### src/hdl/glos_pkg.sv
// glos_pkg: shared types, constants and codes for the grid line-of-sight block
// no dependencies; compiled first
`timescale 1ns / 1ps

package glos_pkg;

   // default grid edge length, cells per row and per column
   localparam int GLOS_GRID_SIZE = 16;

   // fixed field widths
   localparam int COORD_W    = 4;
   localparam int DIST_W     = 5;
   localparam int PROD_W     = 9;   // holds (1 + 2*15) * 15
   localparam int CSR_IDX_W  = 1;
   localparam int CSR_DATA_W = 5;

   // register reset values
   localparam logic [DIST_W-1:0] MAX_RANGE_RST = 5'd30;
   localparam logic [DIST_W-1:0] MIN_RANGE_RST = 5'd0;

   // item opcodes
   typedef enum logic {
      OP_WRITE = 1'b0,
      OP_QUERY = 1'b1
   } op_type;

   // register indexes
   typedef enum logic [CSR_IDX_W-1:0] {
      CSR_MAX_RANGE = 1'b0,
      CSR_MIN_RANGE = 1'b1
   } csr_idx_type;

   // controller states
   typedef enum logic [1:0] {
      ST_CLEAR,
      ST_IDLE,
      ST_WALK,
      ST_OUT
   } glos_state_type;

   // controller to datapath
   typedef struct packed {
      logic clr_en;      // write one zero entry of the clearing pass
      logic wr_en;       // write beat accepted
      logic load_query;  // query beat accepted, set up the walk
      logic step;        // advance the walk and read the entered cell
      logic finish;      // capture the visibility verdict
      logic load_rsp;    // move the verdict into the output register
   } glos_cmd_type;

   // datapath to controller
   typedef struct packed {
      logic clr_last;    // clearing pass is at the last entry
      logic more;        // cells remain on the walk
      logic pend;        // a map read is in flight
      logic hit;         // the cell read back is blocked
      logic reject;      // query out of grid or out of range
      logic rsp_free;    // output register can take a beat
   } glos_sts_type;

endpackage

### src/hdl/glos_if.sv
// glos_if: valid/ready channels for requests, responses and register writes
// depends on glos_pkg for field widths
`timescale 1ns / 1ps

interface glos_req_if;
   import glos_pkg::*;
   logic                 valid;
   logic                 ready;
   logic                 opcode;
   logic [COORD_W-1:0]   cell_x;
   logic [COORD_W-1:0]   cell_y;
   logic                 blocked_value;
   logic [COORD_W-1:0]   source_x;
   logic [COORD_W-1:0]   source_y;

   modport source (output valid, opcode, cell_x, cell_y, blocked_value, source_x, source_y,
                   input ready);
   modport sink   (input valid, opcode, cell_x, cell_y, blocked_value, source_x, source_y,
                   output ready);
endinterface

interface glos_rsp_if;
   import glos_pkg::*;
   logic                valid;
   logic                ready;
   logic                visible;
   logic [DIST_W-1:0]   distance;

   modport source (output valid, visible, distance, input ready);
   modport sink   (input valid, visible, distance, output ready);
endinterface

interface glos_csr_if;
   import glos_pkg::*;
   logic                    valid;
   logic                    ready;
   logic [CSR_IDX_W-1:0]    index;
   logic [CSR_DATA_W-1:0]   wdata;

   modport source (output valid, index, wdata, input ready);
   modport sink   (input valid, index, wdata, output ready);
endinterface

### src/hdl/glos_ctrl.sv
// glos_ctrl: state machine sequencing clear, write, walk and response
// depends on glos_pkg for state, command and status types
`timescale 1ns / 1ps

module glos_ctrl import glos_pkg::*;
(
   input  logic          clock,
   input  logic          reset,
   input  logic          req_valid,
   input  op_type        req_opcode,
   output logic          req_ready,
   input  glos_sts_type  sts,
   output glos_cmd_type  cmd
);

   glos_state_type state_ff;
   glos_state_type state_in;
   logic           walk_done;

   // walk ends on reject, on a blocked cell, or once the last read is checked
   assign walk_done = sts.reject || sts.hit || (!sts.more && !sts.pend);

   // state register
   always_ff @(posedge clock) begin
      if (reset) begin
         state_ff <= ST_CLEAR;
      end else begin
         state_ff <= state_in;
      end
   end

   // next state
   always_comb begin
      state_in = state_ff;
      unique case (state_ff)
         ST_CLEAR: begin
            if (sts.clr_last) state_in = ST_IDLE;
         end
         ST_IDLE: begin
            if (req_valid && req_opcode == OP_QUERY) state_in = ST_WALK;
         end
         ST_WALK: begin
            if (walk_done) state_in = ST_OUT;
         end
         ST_OUT: begin
            if (sts.rsp_free) state_in = ST_IDLE;
         end
      endcase
   end

   // outputs
   always_comb begin
      cmd       = '0;
      req_ready = 1'b0;
      unique case (state_ff)
         ST_CLEAR: begin
            cmd.clr_en = 1'b1;
         end
         ST_IDLE: begin
            req_ready      = 1'b1;
            cmd.wr_en      = req_valid && req_opcode == OP_WRITE;
            cmd.load_query = req_valid && req_opcode == OP_QUERY;
         end
         ST_WALK: begin
            cmd.step   = !walk_done && sts.more;
            cmd.finish = walk_done;
         end
         ST_OUT: begin
            cmd.load_rsp = sts.rsp_free;
         end
      endcase
   end

endmodule

### src/hdl/glos_dpath.sv
// glos_dpath: blocked-cell map, range registers, walk counters and output register
// depends on glos_pkg for widths, codes and command/status types
`timescale 1ns / 1ps

module glos_dpath import glos_pkg::*;
#(
   parameter int GRID_SIZE = GLOS_GRID_SIZE
)
(
   input  logic                    clock,
   input  logic                    reset,
   input  glos_cmd_type            cmd,
   output glos_sts_type            sts,
   input  logic [COORD_W-1:0]      cell_x,
   input  logic [COORD_W-1:0]      cell_y,
   input  logic                    blocked_value,
   input  logic [COORD_W-1:0]      source_x,
   input  logic [COORD_W-1:0]      source_y,
   input  logic                    csr_we,
   input  logic [CSR_IDX_W-1:0]    csr_index,
   input  logic [CSR_DATA_W-1:0]   csr_wdata,
   input  logic                    rsp_ready,
   output logic                    rsp_valid,
   output logic                    visible,
   output logic [DIST_W-1:0]       distance
);

   localparam int              DEPTH      = GRID_SIZE * GRID_SIZE;
   localparam int              AW         = $clog2(DEPTH);
   localparam logic [AW-1:0]   LAST_ADDR  = AW'(DEPTH - 1);
   localparam logic [AW-1:0]   ROW_STRIDE = AW'(GRID_SIZE);

   // map memory and its ports
   logic                mem_ff [DEPTH];
   logic                rd_data_ff;
   logic [AW-1:0]       rd_addr;
   logic                mem_we;
   logic [AW-1:0]       mem_waddr;
   logic                mem_wdata;
   logic [AW-1:0]       clr_addr_ff, clr_addr_in;

   // range registers
   logic [DIST_W-1:0]   max_range_ff, max_range_in;
   logic [DIST_W-1:0]   min_range_ff, min_range_in;

   // query setup
   logic                tgt_in_grid, src_in_grid;
   logic                xpos, ypos;
   logic [COORD_W-1:0]  nx, ny;
   logic [DIST_W-1:0]   manh_dist;
   logic                rejected;

   // walk registers
   logic [COORD_W-1:0]  px_ff, px_in, py_ff, py_in;
   logic [COORD_W-1:0]  i_ff, i_in, j_ff, j_in;
   logic [COORD_W-1:0]  nx_ff, nx_in, ny_ff, ny_in;
   logic [PROD_W-1:0]   lhs_ff, lhs_in, rhs_ff, rhs_in;
   logic                xpos_ff, xpos_in, ypos_ff, ypos_in;
   logic [DIST_W-1:0]   dist_ff, dist_in;
   logic                reject_ff, reject_in;
   logic                pend_ff, pend_in;
   logic                vis_ff, vis_in;

   // step logic
   logic                diag, go_x, adv_i, adv_j, hit;
   logic [COORD_W-1:0]  px_nx, py_nx;

   // output register
   logic                rsp_valid_ff, rsp_valid_in;
   logic                visible_ff;
   logic [DIST_W-1:0]   distance_ff;

   // register writes
   always_comb begin
      max_range_in = max_range_ff;
      min_range_in = min_range_ff;
      if (csr_we) begin
         unique case (csr_idx_type'(csr_index))
            CSR_MAX_RANGE: max_range_in = csr_wdata;
            CSR_MIN_RANGE: min_range_in = csr_wdata;
         endcase
      end
   end

   always_ff @(posedge clock) begin
      if (reset) begin
         max_range_ff <= MAX_RANGE_RST;
         min_range_ff <= MIN_RANGE_RST;
      end else begin
         max_range_ff <= max_range_in;
         min_range_ff <= min_range_in;
      end
   end

   // query setup from the request beat
   always_comb begin
      tgt_in_grid = (int'(cell_x) < GRID_SIZE) && (int'(cell_y) < GRID_SIZE);
      src_in_grid = (int'(source_x) < GRID_SIZE) && (int'(source_y) < GRID_SIZE);
      xpos        = cell_x > source_x;
      ypos        = cell_y > source_y;
      nx          = xpos ? cell_x - source_x : source_x - cell_x;
      ny          = ypos ? cell_y - source_y : source_y - cell_y;
      manh_dist   = {1'b0, nx} + {1'b0, ny};
      rejected    = !tgt_in_grid || !src_in_grid
                    || manh_dist > max_range_ff || manh_dist < min_range_ff;
   end

   // next cell: compare (1+2i)*ny with (1+2j)*nx, kept as running sums
   always_comb begin
      diag  = lhs_ff == rhs_ff;
      go_x  = lhs_ff < rhs_ff;
      adv_i = diag || go_x;
      adv_j = diag || !go_x;
      px_nx = px_ff;
      py_nx = py_ff;
      if (adv_i) px_nx = xpos_ff ? px_ff + 1'b1 : px_ff - 1'b1;
      if (adv_j) py_nx = ypos_ff ? py_ff + 1'b1 : py_ff - 1'b1;
      rd_addr = AW'(px_nx) * ROW_STRIDE + AW'(py_nx);
   end

   // walk register updates
   always_comb begin
      px_in     = px_ff;
      py_in     = py_ff;
      i_in      = i_ff;
      j_in      = j_ff;
      nx_in     = nx_ff;
      ny_in     = ny_ff;
      lhs_in    = lhs_ff;
      rhs_in    = rhs_ff;
      xpos_in   = xpos_ff;
      ypos_in   = ypos_ff;
      dist_in   = dist_ff;
      reject_in = reject_ff;
      if (cmd.load_query) begin
         px_in     = source_x;
         py_in     = source_y;
         i_in      = '0;
         j_in      = '0;
         nx_in     = nx;
         ny_in     = ny;
         lhs_in    = PROD_W'(ny);
         rhs_in    = PROD_W'(nx);
         xpos_in   = xpos;
         ypos_in   = ypos;
         dist_in   = manh_dist;
         reject_in = rejected;
      end else if (cmd.step) begin
         px_in = px_nx;
         py_in = py_nx;
         if (adv_i) begin
            i_in   = i_ff + 1'b1;
            lhs_in = lhs_ff + PROD_W'({ny_ff, 1'b0});
         end
         if (adv_j) begin
            j_in   = j_ff + 1'b1;
            rhs_in = rhs_ff + PROD_W'({nx_ff, 1'b0});
         end
      end
   end

   always_ff @(posedge clock) begin
      px_ff     <= px_in;
      py_ff     <= py_in;
      i_ff      <= i_in;
      j_ff      <= j_in;
      nx_ff     <= nx_in;
      ny_ff     <= ny_in;
      lhs_ff    <= lhs_in;
      rhs_ff    <= rhs_in;
      xpos_ff   <= xpos_in;
      ypos_ff   <= ypos_in;
      dist_ff   <= dist_in;
      reject_ff <= reject_in;
   end

   // map write port: clearing pass or write beat inside the grid
   always_comb begin
      clr_addr_in = cmd.clr_en ? clr_addr_ff + 1'b1 : clr_addr_ff;
      mem_we      = cmd.clr_en || (cmd.wr_en && tgt_in_grid);
      mem_waddr   = cmd.clr_en ? clr_addr_ff : AW'(cell_x) * ROW_STRIDE + AW'(cell_y);
      mem_wdata   = cmd.clr_en ? 1'b0 : blocked_value;
   end

   always_ff @(posedge clock) begin
      if (reset) begin
         clr_addr_ff <= '0;
      end else begin
         clr_addr_ff <= clr_addr_in;
      end
   end

   // map memory with registered read
   always_ff @(posedge clock) begin
      if (mem_we) mem_ff[mem_waddr] <= mem_wdata;
      if (cmd.step) rd_data_ff <= mem_ff[rd_addr];
   end

   // read in flight and verdict
   assign pend_in = cmd.step;
   assign hit     = pend_ff && rd_data_ff;
   assign vis_in  = cmd.finish ? (!reject_ff && !hit) : vis_ff;

   always_ff @(posedge clock) begin
      if (reset) begin
         pend_ff <= 1'b0;
      end else begin
         pend_ff <= pend_in;
      end
   end

   always_ff @(posedge clock) begin
      vis_ff <= vis_in;
   end

   // output register: holds a beat until taken
   assign rsp_valid_in = cmd.load_rsp ? 1'b1 : (rsp_ready ? 1'b0 : rsp_valid_ff);

   always_ff @(posedge clock) begin
      if (reset) begin
         rsp_valid_ff <= 1'b0;
      end else begin
         rsp_valid_ff <= rsp_valid_in;
      end
   end

   always_ff @(posedge clock) begin
      if (cmd.load_rsp) begin
         visible_ff  <= vis_ff;
         distance_ff <= vis_ff ? dist_ff : '0;
      end
   end

   assign rsp_valid = rsp_valid_ff;
   assign visible   = visible_ff;
   assign distance  = distance_ff;

   // status to controller
   always_comb begin
      sts          = '0;
      sts.clr_last = clr_addr_ff == LAST_ADDR;
      sts.more     = (i_ff != nx_ff) || (j_ff != ny_ff);
      sts.pend     = pend_ff;
      sts.hit      = hit;
      sts.reject   = reject_ff;
      sts.rsp_free = !rsp_valid_ff || rsp_ready;
   end

endmodule

### src/hdl/grid_line_of_sight.sv
// Grid line-of-sight block. After reset the block clears its GRID_SIZE x GRID_SIZE
// map of blocked bits in a pass over every entry and takes no request beat until
// that pass ends; register writes are taken at any time. A write beat stores one
// cell's blocked bit if the cell lies inside the grid and gives no response. A query
// beat walks from source to target through the map, one map read per cycle over its
// single read port, and stops at the first blocked cell; the cells it enters are at
// most its Manhattan distance (up to 30 at the default size). A query out of grid or
// out of range reads no map cell, and a stalled response holds the block until the
// output register is free. One query is worked on at a time; a finished response
// waits in an output register while the next request beat is taken.
// Depends on glos_pkg, glos_if, glos_ctrl and glos_dpath.
`timescale 1ns / 1ps

module grid_line_of_sight import glos_pkg::*;
#(
   parameter int GRID_SIZE = GLOS_GRID_SIZE
)
(
   input  logic          clock,
   input  logic          reset,
   glos_req_if.sink      req_chan,
   glos_rsp_if.source    rsp_chan,
   glos_csr_if.sink      csr_chan
);

   glos_cmd_type cmd;
   glos_sts_type sts;

   // register port never stalls
   assign csr_chan.ready = 1'b1;

   // controller
   glos_ctrl u_ctrl (
      .clock      (clock),
      .reset      (reset),
      .req_valid  (req_chan.valid),
      .req_opcode (op_type'(req_chan.opcode)),
      .req_ready  (req_chan.ready),
      .sts        (sts),
      .cmd        (cmd)
   );

   // datapath
   glos_dpath #(
      .GRID_SIZE (GRID_SIZE)
   ) u_dpath (
      .clock         (clock),
      .reset         (reset),
      .cmd           (cmd),
      .sts           (sts),
      .cell_x        (req_chan.cell_x),
      .cell_y        (req_chan.cell_y),
      .blocked_value (req_chan.blocked_value),
      .source_x      (req_chan.source_x),
      .source_y      (req_chan.source_y),
      .csr_we        (csr_chan.valid && csr_chan.ready),
      .csr_index     (csr_chan.index),
      .csr_wdata     (csr_chan.wdata),
      .rsp_ready     (rsp_chan.ready),
      .rsp_valid     (rsp_chan.valid),
      .visible       (rsp_chan.visible),
      .distance      (rsp_chan.distance)
   );

   // a rejected query never reads the map
   a_no_step_on_reject: assert property (@(posedge clock) disable iff (reset)
      cmd.step |-> !sts.reject)
      else $error("walk step on a rejected query");

   // a held response is never overwritten
   a_load_when_free: assert property (@(posedge clock) disable iff (reset)
      cmd.load_rsp |-> sts.rsp_free)
      else $error("response loaded over a held beat");

   // every step leaves a read in flight for the next cycle
   a_step_reads: assert property (@(posedge clock) disable iff (reset)
      cmd.step |=> sts.pend)
      else $error("map read lost after a step");

   // no request beat is taken during the clearing pass
   a_no_accept_in_clear: assert property (@(posedge clock) disable iff (reset)
      cmd.clr_en |-> !req_chan.ready)
      else $error("request taken while the map is being cleared");

endmodule
### src/flat_wrapper.sv
// flat-port wrapper written by rule: the top's interface ports become plain ports
module grid_line_of_sight_flat import glos_pkg::*;
#(
   parameter int GRID_SIZE = GLOS_GRID_SIZE
)
  (clock, reset, req_chan_valid, req_chan_opcode, req_chan_cell_x, req_chan_cell_y, req_chan_blocked_value, req_chan_source_x, req_chan_source_y, req_chan_ready, rsp_chan_valid, rsp_chan_visible, rsp_chan_distance, rsp_chan_ready, csr_chan_valid, csr_chan_index, csr_chan_wdata, csr_chan_ready);
  glos_req_if req_chan_i ();
  glos_rsp_if rsp_chan_i ();
  glos_csr_if csr_chan_i ();
  input  logic clock;
  input  logic reset;
  input wire logic [$bits(req_chan_i.valid)-1:0] req_chan_valid;
  input wire logic [$bits(req_chan_i.opcode)-1:0] req_chan_opcode;
  input wire logic [$bits(req_chan_i.cell_x)-1:0] req_chan_cell_x;
  input wire logic [$bits(req_chan_i.cell_y)-1:0] req_chan_cell_y;
  input wire logic [$bits(req_chan_i.blocked_value)-1:0] req_chan_blocked_value;
  input wire logic [$bits(req_chan_i.source_x)-1:0] req_chan_source_x;
  input wire logic [$bits(req_chan_i.source_y)-1:0] req_chan_source_y;
  output wire logic [$bits(req_chan_i.ready)-1:0] req_chan_ready;
  output wire logic [$bits(rsp_chan_i.valid)-1:0] rsp_chan_valid;
  output wire logic [$bits(rsp_chan_i.visible)-1:0] rsp_chan_visible;
  output wire logic [$bits(rsp_chan_i.distance)-1:0] rsp_chan_distance;
  input wire logic [$bits(rsp_chan_i.ready)-1:0] rsp_chan_ready;
  input wire logic [$bits(csr_chan_i.valid)-1:0] csr_chan_valid;
  input wire logic [$bits(csr_chan_i.index)-1:0] csr_chan_index;
  input wire logic [$bits(csr_chan_i.wdata)-1:0] csr_chan_wdata;
  output wire logic [$bits(csr_chan_i.ready)-1:0] csr_chan_ready;
  assign req_chan_i.valid = req_chan_valid;
  assign req_chan_i.opcode = req_chan_opcode;
  assign req_chan_i.cell_x = req_chan_cell_x;
  assign req_chan_i.cell_y = req_chan_cell_y;
  assign req_chan_i.blocked_value = req_chan_blocked_value;
  assign req_chan_i.source_x = req_chan_source_x;
  assign req_chan_i.source_y = req_chan_source_y;
  assign req_chan_ready = req_chan_i.ready;
  assign rsp_chan_valid = rsp_chan_i.valid;
  assign rsp_chan_visible = rsp_chan_i.visible;
  assign rsp_chan_distance = rsp_chan_i.distance;
  assign rsp_chan_i.ready = rsp_chan_ready;
  assign csr_chan_i.valid = csr_chan_valid;
  assign csr_chan_i.index = csr_chan_index;
  assign csr_chan_i.wdata = csr_chan_wdata;
  assign csr_chan_ready = csr_chan_i.ready;
  grid_line_of_sight #(.GRID_SIZE(GRID_SIZE)) u_core (.clock(clock), .reset(reset), .req_chan(req_chan_i), .rsp_chan(rsp_chan_i), .csr_chan(csr_chan_i));
endmodule
### config.mk
export PLATFORM = sky130hd
export DESIGN_NAME = grid_line_of_sight_flat
export DESIGN_NICKNAME = d
export VERILOG_FILES = /design/src/hdl/glos_pkg.sv /design/src/hdl/glos_if.sv /design/src/hdl/glos_ctrl.sv /design/src/hdl/glos_dpath.sv /design/src/hdl/grid_line_of_sight.sv /design/src/flat_wrapper.sv
export SDC_FILE = /design/constraint.sdc
export NUM_CORES = 1
export LEC_CHECK = 0
export BUFFER_PORTS_ARGS = -buffer_cell sky130_fd_sc_hd__buf_2
export CORE_MARGIN = 2
export CORE_UTILIZATION = 57
export DETAILED_ROUTE_END_ITERATION = 6
export PLACE_DENSITY = 0.73
export RECOVER_POWER = 100
export SLEW_MARGIN = 20
export SYNTH_ARGS = -nofsm -noshare
export SYNTH_HDL_FRONTEND = slang
export SYNTH_SLANG_ARGS = --single-unit
### constraint.sdc
create_clock -name clock -period 8.7 [get_ports clock]
set_input_delay 1.74 -clock clock [delete_from_list [all_inputs] [get_ports clock]]
set_output_delay 1.74 -clock clock [all_outputs]
set_load 0.005 [all_outputs]
==> metrics.txt <==
Seq/Total Area, Yosys=54.7%; Yosys cell types=69; via/cell ratio=6.69; crit path capture type=register; synth warn=0; 1st-iter DRT viols=1999; setup ws final=2.01 ns; CTS tree=built; # IOs=38; die area=32500 sq um; global-route usage over all layers=28.9%; clock-pin slew of the registers on the worst-case setup and hold paths=0.06 ns; Post-CTS Setup Inserts=0; Relative slew margins=-177%; ys async rst share=0%; worst-margin pin slew=4.15 ns; Die Width=180 microns; Placer Congestion=0.872; Power, Total=4.09 mW; final setup fails=0; Final Max Tran Viols=297; Max Clock Skew=0.0239 ns; share of cells above drive strength 1=6.47%; Antenna Nets Post-Route=0; Via Count=14000; unrepaired setup endpoints after global routing=no; critical path required time=9.02 ns; CTS H-Tree Depth=2; outcome=complete, but fails checks; Period minus WS final=6.69 ns; WL per Instance=22.8 microns; initial antenna violation count=0; Peak VDD IR=0.147 mV; Mapped Cells=1698; PortBufs=36; Setup crit start kind=register; EDFF count, synth=296; clock sink count=336; Final Hold Slack=0.457 ns; first-pass GRT wire length=74.0 mm; hold crit path type=register to register; Starting Density=58.0%; Max-cap violations=6; WL final=47.7 mm; Net Count, Synth=1792; Layout area overhead=7.76%; Fmax=149 MHz; Antenna Cells=0; main flop type after synthesis=edfxtp_1; DR DRC count=0; largest net degree at the start of global routing=113; critical path arrival=7.01 ns; nets=1766; Longest Clk Path Bufs=3; CTS hold repair buffers=0; vias in the first global route=13500; final setup TNS=0 ns; Seq cells post-synth=336; root buffer cell=clkbuf_16; Worst-Skew Late Latency=0.53 ns; CTS buffer count=36; Core ar.=30600 sq um; Avg Inst Size Synth=10.4 sq um; CP max FO=84; critical path class=register to register; final worst path period share=76.9%; HPWL after DPL=28.3 mm; total gr overflow=0; row count=64; Placement Setup Slack=3.09 ns; leakage power=6.38 nW; Mapped Area=17700 sq um; failing checks=capacitance limit, slew limit; Final Hold Viols=0; Pwr per Cell Area=214 nW/um^2; die height=180 microns; Detailed Routing Iterations Pass 1=6; PostCTS Resize Cnt=0
## sequential cells by signal, indices dropped and copies added (netlist names)
name	flops
u_core.u_dpath.i_ff	4
u_core.u_dpath.nx_ff	4
u_core.u_dpath.reject_ff	1
u_core.u_dpath.px_ff	4
u_core.u_dpath.visible	1
u_core.u_ctrl.state_ff	2
u_core.u_dpath.vis_ff	1
u_core.u_dpath.mem_ff	256
u_core.u_dpath.py_ff	4
u_core.u_dpath.j_ff	4
u_core.u_dpath.distance	5
u_core.u_dpath.rhs_ff	9
u_core.u_dpath.min_range_ff	5
u_core.u_dpath.ny_ff	4
u_core.u_dpath.lhs_ff	9
u_core.u_dpath.rd_data_ff	1
u_core.u_dpath.clr_addr_ff	8
u_core.u_dpath.xpos_ff	1
u_core.u_dpath.ypos_ff	1
u_core.u_dpath.rsp_valid	1
u_core.u_dpath.dist_ff	5
u_core.u_dpath.pend_ff	1
u_core.u_dpath.max_range_ff	5
## cells in the mapped netlist, drive strengths merged, types with 9 or more instances
cell    instances  share of area (%)
nor2          327                6.9
edfxtp        296                 50
o22ai         142                5.0
o21ai         104                2.9
o221ai         84                4.2
nand2          79                1.7
clkbuf         76                1.6
inv            63                1.3
ha             56                4.0
buf            49                1.4
nand3          48                1.4
a21oi          47                1.3
dfxtp          40                4.5
mux2i          35                2.0
nor3           24               0.77
xnor2          23                1.1
xor2           21                1.0
nand4          18               0.67
a31oi          13               0.46
a21o           12               0.51
nor2b          12               0.42
nand2b         11               0.39
fa              9                1.0
o21a            9               0.38
## per-layer routing
| metal | GRT usage (%) | vias to the layer above | part of all wire [%] |
|---|---|---|---|
| met1 | 39.6 | 6814 | 40 |
| met5 | 0 | - | 0 |
| met2 | 47.0 | 738 | 48 |
| met3 | 4.16 | 131 | 9.0 |
| li1 | - | 6338 | - |
| met4 | 10.8 | 0 | 3.5 |
## layout by cell type (no fill, tap or decap), drive strengths merged, types with 35 or more instances in the layout
master	instances
dfxtp	40
clkbuf	66
inv	66
a21oi	47
o22ai	142
nor2	327
edfxtp	296
ha	56
nand2	79
o21ai	104
mux2i	35
nand3	48
o221ai	84
buf	46
## worst paths after layout
kind                                                     from                                           to  slack [ns]  cells after the start
hold / removal    u_core.u_dpath.min_range_ff[1]$_SDFFE_PP0P_  u_core.u_dpath.min_range_ff[1]$_SDFFE_PP0P_        0.46                      2
setup reg to reg        u_core.u_dpath.rhs_ff[6]$_SDFFE_PP0P_          u_core.u_dpath.rd_data_ff$_DFFE_PP_        2.01                     13
setup / recovery        u_core.u_dpath.rhs_ff[6]$_SDFFE_PP0P_          u_core.u_dpath.rd_data_ff$_DFFE_PP_        2.01                     13
hold reg to reg   u_core.u_dpath.min_range_ff[1]$_SDFFE_PP0P_  u_core.u_dpath.min_range_ff[1]$_SDFFE_PP0P_        0.46                      2
## final cells by class
class	instances	area [sq um]
clock inverters	14	109
flip-flops and latches	336	9690
inverters	65	244
fillers	2496	11500
repair buffers	61	332
clock buffers	51	967
well taps	396	495
multi-input cells	1172	7270
## critical path: stages, from the launching register on
cell	delay, ns
dfxtp_1	0.40
inv_1	0.08
ha_1	0.32
a21oi_1	0.22
o221ai_1	0.30
o31ai_1	2.46
buf_4	1.00
o22ai_1	0.14
or3_1	0.33
o31a_1	0.10
o21ai_0	0.42
o211ai_1	0.16
and3b_1	0.18
a31oi_1	0.26
## cells by family after synthesis
family / share of synthesized area [%]
xor gates and xnor gates: 2.17
AOI/OAI and AO/OA: 17.4
buffers and inverters: 4.35
other: 0.0212
DFF: 54.7
and+or+nand+nor: 13.8
muxes: 2.63
adders and majority gates: 4.97
## power breakdown
| part | internal, mW | leakage [nW] | total, mW | switching [mW] |
|---|---|---|---|---|
| registers | 1.76 | 3.06 | 1.77 | 0.0112 |
| clock network | 0.810 | 0.527 | 1.43 | 0.618 |
| logic | 0.295 | 2.80 | 0.892 | 0.597 |
## stage by stage
step                instance area, sq um  utilization (%)  std cells
finish                             19100             62.5       2095
floorplan                          17700                -       1698
CTS                                19200             62.7       2094
global route                       19100             62.5       2095
global placement                   18100             59.2       2029
detailed placement                 18100             59.2       2029
Power figures use the tool's default switching activity.
